$ cat config.mk
export PLATFORM = sky130hd
export DESIGN_NAME = canonical_huffman_decoder
export DESIGN_NICKNAME = d
export VERILOG_FILES = /design/src/design/chd_pkg.sv /design/src/design/chd_ram.sv /design/src/design/chd_front.sv /design/src/design/chd_back.sv /design/src/design/canonical_huffman_decoder.sv
export SDC_FILE = /design/constraint.sdc
export NUM_CORES = 2
export LEC_CHECK = 0
export BUFFER_PORTS_ARGS = -buffer_cell sky130_fd_sc_hd__buf_2
export CORE_AREA = 8 8 422 424
export CTS_CLUSTER_SIZE = 28
export DETAILED_ROUTE_END_ITERATION = 16
export DIE_AREA = 0 0 430 432
export PLACE_DENSITY = 0.67
export SLEW_MARGIN = 10
export SYNTH_ARGS = -nofsm -noshare
export SYNTH_HDL_FRONTEND = slang
export SYNTH_SLANG_ARGS = --single-unit
$ cat constraint.sdc
create_clock -name clk -period 16.7 [get_ports clk]
set_input_delay 0.835 -clock clk [delete_from_list [all_inputs] [get_ports clk]]
set_output_delay 0.835 -clock clk [all_outputs]
set_load 0.01 [all_outputs]
$ cat src/design/chd_pkg.sv
`timescale 1ns / 1ps
// ----------------------------------------------------------------------------
// Canonical Huffman decoder package
// Shared widths, request codes and the command record that travels from the
// front part to the back part of the decoder.
// ----------------------------------------------------------------------------
package chd_pkg;

    localparam int MAX_LENGTH   = 16;
    localparam int SYMBOL_COUNT = 256;

    localparam int CODE_W  = MAX_LENGTH;          // partial code
    localparam int FIRST_W = MAX_LENGTH + 1;      // running first code
    localparam int LEN_W   = $clog2(MAX_LENGTH + 1);
    localparam int LIDX_W  = $clog2(MAX_LENGTH);  // count table index
    localparam int COUNT_W = 9;                   // codes per length
    localparam int SYM_W   = 8;
    localparam int SIDX_W  = $clog2(SYMBOL_COUNT);
    localparam int IDX_W   = 8;                   // table_index field
    localparam int BITS_W  = 4;                   // valid_bits field
    localparam int CFG_W   = 5;

    // Request codes on the input stream.
    localparam logic [1:0] REQ_COUNT  = 2'd0;
    localparam logic [1:0] REQ_SYMBOL = 2'd1;
    localparam logic [1:0] REQ_DATA   = 2'd2;

    typedef enum logic [1:0] {
        CMD_COUNT  = 2'd0,
        CMD_SYMBOL = 2'd1,
        CMD_DATA   = 2'd2
    } cmd_kind_t;

    typedef struct packed {
        cmd_kind_t           kind;
        logic [IDX_W-1:0]    index;
        logic [COUNT_W-1:0]  value;
        logic [7:0]          data;
        logic [BITS_W-1:0]   nbits;   // already limited to 0..8
        logic                eos;
    } cmd_t;

    typedef struct packed {
        logic idle;        // back part waits for a command
        logic pend_valid;  // a decoded result is held back for its last flag
    } chd_status_t;

endpackage

$ cat src/design/chd_ram.sv
`timescale 1ns / 1ps
// ----------------------------------------------------------------------------
// Generic RAM
// One write port and one read port with registered read data.
// ----------------------------------------------------------------------------
module chd_ram #(
    parameter int WIDTH = 8,
    parameter int DEPTH = 256
) (
    input  logic                     clk,
    input  logic                     we,
    input  logic [$clog2(DEPTH)-1:0] waddr,
    input  logic [WIDTH-1:0]         wdata,
    input  logic                     re,
    input  logic [$clog2(DEPTH)-1:0] raddr,
    output logic [WIDTH-1:0]         rdata
);

    logic [WIDTH-1:0] mem_reg [DEPTH];
    logic [WIDTH-1:0] rdata_reg;

    always_ff @(posedge clk)
    begin
        if (we)
        begin
            mem_reg[waddr] <= wdata;
        end
        if (re)
        begin
            rdata_reg <= mem_reg[raddr];
        end
    end

    assign rdata = rdata_reg;

endmodule

$ cat src/design/chd_front.sv
`timescale 1ns / 1ps
// ----------------------------------------------------------------------------
// Canonical Huffman decoder front part
// Accepts input items, drops those that do nothing, turns the rest into
// commands and queues them in a two-entry buffer for the back part.
// ----------------------------------------------------------------------------
module chd_front
    import chd_pkg::*;
(
    input  logic        clk,
    input  logic        rst_n,
    input  logic        s_valid,
    output logic        s_ready,
    input  logic [1:0]  req_type,
    input  logic [7:0]  table_index,
    input  logic [8:0]  table_value,
    input  logic [7:0]  data_byte,
    input  logic [3:0]  valid_bits,
    input  logic        end_of_stream,
    output logic        cmd_valid,
    input  logic        cmd_ready,
    output cmd_t        cmd
);

    cmd_t        q_reg [2];
    logic        wr_ptr_reg, wr_ptr_next;
    logic        rd_ptr_reg, rd_ptr_next;
    logic [1:0]  cnt_reg, cnt_next;
    cmd_t        new_cmd;
    logic        keep;
    logic        push;
    logic        pop;

    // Classification: unknown requests and count loads past the table are
    // dropped here, so the back part never sees them.
    always_comb
    begin
        new_cmd       = '0;
        new_cmd.index = table_index;
        new_cmd.value = table_value;
        new_cmd.data  = data_byte;
        new_cmd.eos   = end_of_stream;
        new_cmd.nbits = (valid_bits > BITS_W'(8)) ? BITS_W'(8) : valid_bits;
        keep          = 1'b0;
        unique case (req_type)
            REQ_COUNT:
            begin
                new_cmd.kind = CMD_COUNT;
                keep = ({1'b0, table_index} < 9'(MAX_LENGTH));
            end
            REQ_SYMBOL:
            begin
                new_cmd.kind = CMD_SYMBOL;
                keep = ({1'b0, table_index} < 9'(SYMBOL_COUNT));
            end
            REQ_DATA:
            begin
                new_cmd.kind = CMD_DATA;
                keep = 1'b1;
            end
            default:
            begin
                new_cmd.kind = CMD_DATA;
                keep = 1'b0;
            end
        endcase
    end

    assign s_ready   = (cnt_reg != 2'd2);
    assign push      = s_valid && s_ready && keep;
    assign cmd_valid = (cnt_reg != 2'd0);
    assign pop       = cmd_valid && cmd_ready;
    assign cmd       = q_reg[rd_ptr_reg];

    always_comb
    begin
        wr_ptr_next = push ? ~wr_ptr_reg : wr_ptr_reg;
        rd_ptr_next = pop ? ~rd_ptr_reg : rd_ptr_reg;
        cnt_next    = cnt_reg + 2'(push) - 2'(pop);
    end

    always_ff @(posedge clk or negedge rst_n)
    begin
        if (!rst_n)
        begin
            wr_ptr_reg <= 1'b0;
            rd_ptr_reg <= 1'b0;
            cnt_reg    <= 2'd0;
        end
        else
        begin
            wr_ptr_reg <= wr_ptr_next;
            rd_ptr_reg <= rd_ptr_next;
            cnt_reg    <= cnt_next;
        end
    end

    always_ff @(posedge clk)
    begin
        if (push)
        begin
            q_reg[wr_ptr_reg] <= new_cmd;
        end
    end

endmodule

$ cat src/design/chd_back.sv
`timescale 1ns / 1ps
// ----------------------------------------------------------------------------
// Canonical Huffman decoder back part
// Executes queued commands: table loads, and bit-serial decoding of data
// bytes with a symbol table lookup and a held-back result for the last flag.
// ----------------------------------------------------------------------------
module chd_back
    import chd_pkg::*;
(
    input  logic              clk,
    input  logic              rst_n,
    input  logic              cfg_we,
    input  logic [CFG_W-1:0]  cfg_wdata,
    input  logic              cmd_valid,
    output logic              cmd_ready,
    input  cmd_t              cmd,
    output logic              out_valid,
    input  logic              out_ready,
    output logic [SYM_W-1:0]  out_symbol,
    output logic              out_error,
    output logic              out_last,
    output chd_status_t       status
);

    typedef enum logic [3:0] {
        S_IDLE  = 4'b0001,
        S_BIT   = 4'b0010,
        S_LOOK  = 4'b0100,
        S_FLUSH = 4'b1000
    } state_t;

    state_t              state_reg, state_next;
    logic [CFG_W-1:0]    maxlen_reg, maxlen_next;
    logic [COUNT_W-1:0]  counts_reg [MAX_LENGTH];
    logic [7:0]          byte_reg, byte_next;
    logic [BITS_W-1:0]   left_reg, left_next;
    logic                eos_reg, eos_next;
    logic [CODE_W-1:0]   partial_reg, partial_next;
    logic [LEN_W-1:0]    plen_reg, plen_next;
    logic [FIRST_W-1:0]  first_reg, first_next;
    logic [COUNT_W-1:0]  base_reg, base_next;
    logic                pend_valid_reg, pend_valid_next;
    logic [SYM_W-1:0]    pend_sym_reg, pend_sym_next;
    logic                pend_err_reg, pend_err_next;
    logic                out_valid_reg, out_valid_next;
    logic [SYM_W-1:0]    out_sym_reg, out_sym_next;
    logic                out_err_reg, out_err_next;
    logic                out_last_reg, out_last_next;

    logic [CODE_W-1:0]   code_step;
    logic [LEN_W-1:0]    len_step;
    logic [COUNT_W-1:0]  count;
    logic [FIRST_W-1:0]  code_ext;
    logic [FIRST_W-1:0]  diff;
    logic [FIRST_W-1:0]  first_sum;
    logic                hit;
    logic                over;
    logic [LEN_W-1:0]    limit;
    logic [SIDX_W-1:0]   pos;
    logic [SYM_W-1:0]    ram_rdata;
    logic                ram_we;
    logic                ram_re;
    logic                out_free;
    logic                can_place;
    logic                new_valid;
    logic [SYM_W-1:0]    new_sym;
    logic                new_err;
    logic                flush_push;
    logic                clear;
    logic                count_we;

    // One decode step on the leading bit of the byte.
    always_comb
    begin
        code_step = {partial_reg[CODE_W-2:0], byte_reg[7]};
        len_step  = plen_reg + LEN_W'(1);
        count     = counts_reg[plen_reg[LIDX_W-1:0]];
        code_ext  = {1'b0, code_step};
        diff      = code_ext - first_reg;
        hit       = (code_ext >= first_reg) &&
                    (diff < {{(FIRST_W-COUNT_W){1'b0}}, count});
        pos       = base_reg[SIDX_W-1:0] + diff[SIDX_W-1:0];
        first_sum = first_reg + {{(FIRST_W-COUNT_W){1'b0}}, count};
        if (maxlen_reg == '0)
        begin
            limit = LEN_W'(1);
        end
        else if (maxlen_reg > CFG_W'(MAX_LENGTH))
        begin
            limit = LEN_W'(MAX_LENGTH);
        end
        else
        begin
            limit = LEN_W'(maxlen_reg);
        end
        over = (len_step >= limit);
    end

    assign out_free  = !out_valid_reg || out_ready;
    assign can_place = !pend_valid_reg || out_free;
    assign cmd_ready = (state_reg == S_IDLE);
    assign count_we  = (state_reg == S_IDLE) && cmd_valid && (cmd.kind == CMD_COUNT);
    assign ram_we    = (state_reg == S_IDLE) && cmd_valid && (cmd.kind == CMD_SYMBOL);
    assign ram_re    = (state_reg == S_BIT) && hit;

    always_comb
    begin
        state_next   = state_reg;
        byte_next    = byte_reg;
        left_next    = left_reg;
        eos_next     = eos_reg;
        partial_next = partial_reg;
        plen_next    = plen_reg;
        first_next   = first_reg;
        base_next    = base_reg;
        new_valid    = 1'b0;
        new_sym      = '0;
        new_err      = 1'b0;
        flush_push   = 1'b0;
        clear        = 1'b0;
        maxlen_next  = cfg_we ? cfg_wdata : maxlen_reg;

        unique case (state_reg)
            S_IDLE:
            begin
                if (cmd_valid && (cmd.kind == CMD_DATA))
                begin
                    byte_next  = cmd.data;
                    left_next  = cmd.nbits;
                    eos_next   = cmd.eos;
                    state_next = (cmd.nbits == '0) ? S_FLUSH : S_BIT;
                end
            end
            S_BIT:
            begin
                if (hit)
                begin
                    // Symbol found; its table entry is read this cycle.
                    clear      = 1'b1;
                    byte_next  = {byte_reg[6:0], 1'b0};
                    left_next  = left_reg - BITS_W'(1);
                    state_next = S_LOOK;
                end
                else if (over)
                begin
                    if (can_place)
                    begin
                        clear      = 1'b1;
                        new_valid  = 1'b1;
                        new_err    = 1'b1;
                        byte_next  = {byte_reg[6:0], 1'b0};
                        left_next  = left_reg - BITS_W'(1);
                        state_next = (left_reg == BITS_W'(1)) ? S_FLUSH : S_BIT;
                    end
                end
                else
                begin
                    partial_next = code_step;
                    plen_next    = len_step;
                    base_next    = base_reg + count;
                    first_next   = {first_sum[FIRST_W-2:0], 1'b0};
                    byte_next    = {byte_reg[6:0], 1'b0};
                    left_next    = left_reg - BITS_W'(1);
                    state_next   = (left_reg == BITS_W'(1)) ? S_FLUSH : S_BIT;
                end
            end
            S_LOOK:
            begin
                if (can_place)
                begin
                    new_valid  = 1'b1;
                    new_sym    = ram_rdata;
                    state_next = (left_reg == '0) ? S_FLUSH : S_BIT;
                end
            end
            S_FLUSH:
            begin
                if (can_place)
                begin
                    flush_push = pend_valid_reg;
                    clear      = eos_reg;
                    state_next = S_IDLE;
                end
            end
            default:
            begin
                state_next = S_IDLE;
            end
        endcase

        if (clear)
        begin
            partial_next = '0;
            plen_next    = '0;
            first_next   = '0;
            base_next    = '0;
        end
    end

    // Result staging: a new result waits in the pending register until the
    // next one, or the end of the byte, tells whether it is the last one.
    always_comb
    begin
        pend_valid_next = pend_valid_reg;
        pend_sym_next   = pend_sym_reg;
        pend_err_next   = pend_err_reg;
        out_valid_next  = out_valid_reg && !out_ready;
        out_sym_next    = out_sym_reg;
        out_err_next    = out_err_reg;
        out_last_next   = out_last_reg;
        if (new_valid)
        begin
            if (pend_valid_reg)
            begin
                out_valid_next = 1'b1;
                out_sym_next   = pend_sym_reg;
                out_err_next   = pend_err_reg;
                out_last_next  = 1'b0;
            end
            pend_valid_next = 1'b1;
            pend_sym_next   = new_sym;
            pend_err_next   = new_err;
        end
        else if (flush_push)
        begin
            out_valid_next  = 1'b1;
            out_sym_next    = pend_sym_reg;
            out_err_next    = pend_err_reg;
            out_last_next   = 1'b1;
            pend_valid_next = 1'b0;
        end
    end

    always_ff @(posedge clk or negedge rst_n)
    begin
        if (!rst_n)
        begin
            state_reg      <= S_IDLE;
            maxlen_reg     <= CFG_W'(MAX_LENGTH);
            partial_reg    <= '0;
            plen_reg       <= '0;
            first_reg      <= '0;
            base_reg       <= '0;
            left_reg       <= '0;
            pend_valid_reg <= 1'b0;
            out_valid_reg  <= 1'b0;
            for (int i = 0; i < MAX_LENGTH; i++)
            begin
                counts_reg[i] <= '0;
            end
        end
        else
        begin
            state_reg      <= state_next;
            maxlen_reg     <= maxlen_next;
            partial_reg    <= partial_next;
            plen_reg       <= plen_next;
            first_reg      <= first_next;
            base_reg       <= base_next;
            left_reg       <= left_next;
            pend_valid_reg <= pend_valid_next;
            out_valid_reg  <= out_valid_next;
            if (count_we)
            begin
                counts_reg[cmd.index[LIDX_W-1:0]] <= cmd.value;
            end
        end
    end

    always_ff @(posedge clk)
    begin
        byte_reg     <= byte_next;
        eos_reg      <= eos_next;
        pend_sym_reg <= pend_sym_next;
        pend_err_reg <= pend_err_next;
        out_sym_reg  <= out_sym_next;
        out_err_reg  <= out_err_next;
        out_last_reg <= out_last_next;
    end

    chd_ram #(
        .WIDTH (SYM_W),
        .DEPTH (SYMBOL_COUNT)
    ) u_symbol_ram (
        .clk   (clk),
        .we    (ram_we),
        .waddr (cmd.index[SIDX_W-1:0]),
        .wdata (cmd.value[SYM_W-1:0]),
        .re    (ram_re),
        .raddr (pos),
        .rdata (ram_rdata)
    );

    assign out_valid         = out_valid_reg;
    assign out_symbol        = out_sym_reg;
    assign out_error         = out_err_reg;
    assign out_last          = out_last_reg;
    assign status.idle       = (state_reg == S_IDLE);
    assign status.pend_valid = pend_valid_reg;

endmodule

$ cat src/design/canonical_huffman_decoder.sv
`timescale 1ns / 1ps
// ----------------------------------------------------------------------------
// Canonical Huffman decoder
// Loads a per-length code count table and a canonical symbol list, then
// decodes compressed bytes bit by bit into symbols or error results.
// ----------------------------------------------------------------------------
//
//  Channel   Ports            Direction  Contents
//  input     s_axis_*         in         tuser: req_type; tlast: end_of_stream;
//                                        tdata: table_index, table_value,
//                                        data_byte, valid_bits
//  output    m_axis_*         out        tdata: symbol; tuser: code_error;
//                                        tlast: last result of the item
//  config    cfg_we/cfg_wdata in         max_code_length, written at once
//
//  A load item is written into its table as the back part takes it.
//  A data item is taken in the idle state, then gets a decode step per valid
//  bit, a symbol RAM read per decoded symbol, and a closing flush step.
//  A two-entry queue takes new items while the back part works or stalls;
//  a full output register holds the back part until the result is taken.
//  Reset clears the count table, the partial code and all control state;
//  the symbol RAM is not cleared and needs no sweep.
// ----------------------------------------------------------------------------
module canonical_huffman_decoder
    import chd_pkg::*;
(
    input  logic        clk,
    input  logic        rst_n,
    // Configuration: max_code_length.
    input  logic        cfg_we,
    input  logic [4:0]  cfg_wdata,
    // Input stream.
    input  logic        s_axis_tvalid,
    output logic        s_axis_tready,
    // tdata from bit 0: table_index[7:0], table_value[8:0], data_byte[7:0],
    // valid_bits[3:0], three zero bits.
    input  logic [31:0] s_axis_tdata,
    // tuser: req_type[1:0].
    input  logic [1:0]  s_axis_tuser,
    input  logic        s_axis_tlast,
    // Result stream.
    output logic        m_axis_tvalid,
    input  logic        m_axis_tready,
    // tdata: symbol[7:0].
    output logic [7:0]  m_axis_tdata,
    // tuser: code_error.
    output logic        m_axis_tuser,
    output logic        m_axis_tlast
);

    logic        cmd_valid;
    logic        cmd_ready;
    cmd_t        cmd;
    chd_status_t status;

    // The front part classifies and queues items; the back part decodes.
    chd_front u_front (
        .clk           (clk),
        .rst_n         (rst_n),
        .s_valid       (s_axis_tvalid),
        .s_ready       (s_axis_tready),
        .req_type      (s_axis_tuser),
        .table_index   (s_axis_tdata[7:0]),
        .table_value   (s_axis_tdata[16:8]),
        .data_byte     (s_axis_tdata[24:17]),
        .valid_bits    (s_axis_tdata[28:25]),
        .end_of_stream (s_axis_tlast),
        .cmd_valid     (cmd_valid),
        .cmd_ready     (cmd_ready),
        .cmd           (cmd)
    );

    chd_back u_back (
        .clk        (clk),
        .rst_n      (rst_n),
        .cfg_we     (cfg_we),
        .cfg_wdata  (cfg_wdata),
        .cmd_valid  (cmd_valid),
        .cmd_ready  (cmd_ready),
        .cmd        (cmd),
        .out_valid  (m_axis_tvalid),
        .out_ready  (m_axis_tready),
        .out_symbol (m_axis_tdata),
        .out_error  (m_axis_tuser),
        .out_last   (m_axis_tlast),
        .status     (status)
    );

    // An error result never carries a symbol.
    assert property (@(posedge clk) disable iff (!rst_n)
        m_axis_tvalid && m_axis_tuser |-> m_axis_tdata == 8'd0)
        else $error("error result with a nonzero symbol");

    // Between items no result is held back waiting for its last flag.
    assert property (@(posedge clk) disable iff (!rst_n)
        status.idle |-> !status.pend_valid)
        else $error("pending result left over after an item");

    // The input side only stalls when commands are waiting.
    assert property (@(posedge clk) disable iff (!rst_n)
        !s_axis_tready |-> cmd_valid)
        else $error("input stalled with an empty command queue");

    // After a command is taken, the back part is busy or holds no pending result.
    assert property (@(posedge clk) disable iff (!rst_n)
        cmd_valid && cmd_ready |=> !status.idle || !status.pend_valid)
        else $error("command taken while a result was pending");

endmodule
## Word level (Yosys, flattened, before mapping)

Memories as Yosys holds them, arrays and structs flattened. A register that Yosys moved wholly into a read port is not among the register bits.
Cells that the tools add are included.
Widths: inputs -> output; s select.

- Bits in writable memories: 2112
- Memories: 2
- Bits in registers: 237
- Output and inout port bits: 12
- Logic and storage cells: 180
- Bits of input ports: 45

- $lt $le $gt $ge: 9
- Equality and inequality tests: 17
- Reduce and logical (&&, ||, !) cells: 31
- Muxes and demuxes: 74
- Add/sub/neg operators: 8
- Bitwise logic cells: 4

Memory list:

| name | depth | bits a word | read ports | clocked after Yosys merged registers in | write ports | line | source |
|---|---|---|---|---|---|---|---|
| u_back.u_symbol_ram.mem_reg | 256 | 8 | 1 | 1 | 1 | chd_ram.sv:19 | `logic [WIDTH-1:0] mem_reg [DEPTH];` |
| u_front.q_reg | 2 | 32 | 1 | 0 | 1 | chd_front.sv:25 | `cmd_t q_reg [2];` |

Operators by type and width:

| cell | number |
|---|---|
| $bwmux 144 | 1 |
| $mux 17 | 4 |
| $mux 9 | 7 |
| $mux 15 | 4 |
| $mux 4 | 14 |
| $mux 8 | 7 |
| $bmux 9 s4 | 1 |
| $demux 9 s4 | 1 |
| $mux 5 | 6 |
| $mux 1 | 22 |
| $ge 16x17->1 | 1 |
| $lt 17x9->1 | 1 |
| $sub 16x17->17 | 1 |
| $add 16x9->16 | 1 |
| $pmux 4 s4 | 1 |
| $pmux 8 s2 | 1 |
| $ge 5x5->1 const B | 2 |
| $logic_and 1x1->1 | 10 |
| $not 4->5 | 2 |
| $add 9x9->9 | 1 |
| $add 8x8->8 | 1 |
| $eq 4x1->1 const B | 2 |
| $logic_not 4->1 | 2 |
| $lt 8x5->1 const B | 1 |
| other kinds (29) | 49 |

## Logic depth before layout (Yosys ltp)

- Depth in word-level cells: 10
- Depth in mapped cells: 21

## By module

From an unflattened synthesis, not the netlist that was laid out.

- Cell total of the unflattened synthesis: 4875
- Area, all modules: 94658.3 um2

By module, submodules not included:

| module | area each (um2) | cells each | times used | sequential area each (um2) |
|---|---|---|---|---|
| chd_ram | 79636.4 | 3733 | 1 | 61739.2 |
| chd_back | 12245.5 | 1010 | 1 | 5923.2 |
| chd_front | 2776.4 | 132 | 1 | 2021.9 |

## Worst setup path after synthesis

No wires, ideal clock.

- Kind: register to register
- Start: reg u_front.rd_ptr_reg
- End: mem u_back.u_symbol_ram.mem_reg[0][0], data pin
- Buffers on the path: 4
- Setup time: 0.770 ns
- Cell stages (with the launch flop): 7
- Clock period less this slack: 5.342 ns
- Required time: 15.930 ns
- Arrival time: 4.572 ns
- Slack: 11.358 ns
- Cells stage by stage: dfrtp_1 clkbuf_1 clkbuf_1 buf_1 mux2i_1 clkbuf_1 inv_1

RTL lines:

| element | line | source |
|---|---|---|
| start: declaration | chd_front.sv:27 | `logic rd_ptr_reg, rd_ptr_next;` |
| start signal: assignment | chd_front.sv:93 | `rd_ptr_reg <= rd_ptr_next;` |
| end: declaration | chd_ram.sv:19 |  |

## Final worst setup path

- Start: reg u_back.byte_reg[7]
- End: reg u_back.u_symbol_ram.rdata_reg[7] (netlist: u_back.u_symbol_ram.rdata[7]), read port of u_back.u_symbol_ram.mem_reg, data pin

- Word-level cells in the longest chain between the ends: 4
- Elaborated cells on any way between the ends: 6
- Classes of those cells: 2 x add/sub; 2 x order compare; 2 x reduce/logical

RTL lines:

| element | line | source |
|---|---|---|
| start: declaration | chd_back.sv:35 | `logic [7:0] byte_reg, byte_next;` |
| start signal: assignment | chd_back.sv:272 | `byte_reg <= byte_next;` |
| $sub 16x17->17 | chd_back.sv:79 | `diff = code_ext - first_reg;` |
| $lt 17x9->1 | chd_back.sv:81 | `(diff < {{(FIRST_W-COUNT_W){1'b0}}, count});` |
| $logic_and 1x1->1 | chd_back.sv:80 | `hit = (code_ext >= first_reg) &&` |
| $logic_and 1x1->1 | chd_back.sv:104 | `assign ram_re = (state_reg == S_BIT) && hit;` |
| end: declaration | chd_ram.sv:20 | `logic [WIDTH-1:0] rdata_reg;` |

Several ways; a longest one is shown, not always the timed one.
A chain may end at the register's enable or synchronous reset.

==> results.cfg <==
[synthesis]
ys_ff_latch = 2355
synth_cells = 4567
netlist_area_mm2 = 0.0936
avgSynthCellArea_um2 = 20.5
synth_ff_type = edfxtp_1
synth_cell_type_count = 66
synth_nets = 4675
yosys_warnings = 0
synth_seq_area_share = 0.745
synth_top_area_cell = edfxtp_1
yosysTopAreaCellShare = 0.689
synth_area_leaders = edfxtp_1, mux4_2, dfrtp_1, nor2_1, a21oi_1
synth_edf_count = 2148
async_flop_share = 0.0879

[placement]
dp_hpwl_um = 124000
globalplace.congestion = 0.816
numPlacedInstances = 6681
portBuffers = 53

[critical_path]
r2r_cells = 10
r2r_end = u_back.u_symbol_ram.rdata[7]
crit_end = u_back.u_symbol_ram.rdata[7]
crit_fanout = 64
cp-end-kind = flip-flop
critPathLaunchType = flip-flop
cp.required_ps = 17270
reg2reg_from = u_back.byte_reg[7]
arrival_ps = 7330
worst-r2r-setup-slack_ps = 9940
crit_start = u_back.byte_reg[7]
crit_type = flip-flop to flip-flop

[timing]
rsz0062_at_grt = false
finalHoldViolCount = 0
period_share = 0.405
fmax_mhz = 148
max-slew-margin-rel = 0.0274
min_period_ps = 6760
clock_skew_ps = 25.4
slew_viol_final = 0
fin_tns_setup_ps = 0
max_slew.worst_pin.slew_ps = 1460
setup_viol = 0

[floorplanning]
start_util = 0.547
core_area_mm2 = 0.171
dieWidth_um = 430
die_h_um = 432
fp.dieArea_mm2 = 0.186
row_count = 152
io_pins = 57

[routing]
routed_wl_um = 215000
drt_iter0_drc = 5435
wl_per_cell_um = 30.2
drtAntennaViolNets = 0
vias = 45200
drtPass1Iterations = 5
drc = 0
via_per_inst = 6.36

[grt]
grt.total_usage = 0.229
grt_pass1_vias = 45300
grt_pass1_wl_um = 314000
grt-ovfl-total = 0
busiest_layer = met2
grt_max_degree = 182
grt_use_met1 = 0.336
antenna_found_initial = 14
use_met3 = 0.0393
use_met2 = 0.362

[cts]
clk_latency_ps = 850
htreeDepth = 4
holdBufCountCts = 1
cts_max_path_buffers = 3
clk_pin_slew_ps = 60
ctsResizeCount = 0
cts-buffers-inserted = 230
cts_sinks = 2355
postCtsSetupRepairBufs = 0
cts_root_buffer = clkbuf_16
cts_tree = yes

[status]
status = completed

[finish]
largest_reg_flops = 2048
seq_area_mm2 = 0.0697
nFillCells = 11900
finalNetCount = 4789
syn2layout_area_growth_pct = 10.9
drive_above_1_share = 0.247
multi_input_area_mm2 = 0.0228
final_common_cell = edfxtp_1
final_cell_count_no_fill = 7110
mostFrequentLayoutCells = edfxtp_1, mux4_2, nor2_1

[job]
maxCapViolCount = 0

[min_path]
hold_class = primary input to flip-flop
[cell type report]
class	count	area share
antenna	9	0.000217
clock buffer	311	0.0603
clock inverter	108	0.00915
inverter	65	0.00293
multi-input combinational	1898	0.220
sequential	2355	0.671
tap	2233	0.0269
timing repair buffer	131	0.00915
[critical path: stages, from the launching register on]
cell	delay (ps)
edfxtp_1	550
ha_4	240
fa_4	1430
buf_4	690
buf_4	740
buf_4	880
mux4_2	460
mux4_2	550
mux4_2	580
mux2i_1	160
mux2i_1	90
[cells in the mapped netlist (all sizes together) (13+ instances only)]
cell type  instances
a21o              18
a21oi            190
a22o              43
buf               67
clkbuf           182
dfrtp            205
edfxtp          2148
ha                59
inv               65
mux2              17
mux2i             72
mux4             692
nand2             86
nor2             463
nor3              13
o21ai             34
xnor2             30
[cell families (layout without fill, tap and decap cells)]
kind of cell / count (synthesis) / after routing / synth area share
flops: 2355 / 2355 / 0.745
other cells: 0 / 9 / 0
simple gates: 647 / 647 / 0.0286
buf+inv: 314 / 615 / 0.0131
xor+xnor: 39 / 39 / 0.00365
mux: 781 / 781 / 0.176
fa+ha+maj: 63 / 63 / 0.00875
compound gates: 368 / 368 / 0.0248
[stage by stage]
| stage | hold slack [ps] | instance area [um^2] | util | setup WS (ps) |
|---|---|---|---|---|
| after detailed placement | 405 | 96600 | 0.565 | 9900 |
| after CTS | 107 | 104000 | 0.607 | 9900 |
| after global placement | 402 | 96600 | 0.565 | 9880 |
| after global routing | 143 | 104000 | 0.607 | 9700 |
| final | 178 | 104000 | 0.607 | 9940 |
| after floorplan | 400 | 93600 | - | 11360 |
[per-layer routing]
layer,share of wire,routed length (um),vias up
met3,0.078,16800,330
met2,0.48,103000,1861
met1,0.41,88500,24100
met5,0,0,-
li1,-,-,19000
met4,0.028,5930,0
[worst min-delay path by stage]
stage | startpoint | end | slack (ps) | cells past startpoint
after floorplan | u_back.pend_err_reg | u_back.out_error | 400 | 0
after global placement | u_back.pend_sym_reg[7] | u_back.out_symbol[7] | 400 | 0
after detailed placement | u_back.pend_sym_reg[6] | u_back.out_symbol[6] | 400 | 0
after CTS | s_axis_tdata[10] | u_front.q_reg[0][15] | 110 | 1
after global routing | s_axis_tdata[10] | u_front.q_reg[0][15] | 140 | 1
final | s_axis_tdata[10] | u_front.q_reg[1][15] | 180 | 1
Power is not shown: default switching activity piles up to over one toggle a cycle in this logic, so the estimate is an artifact.
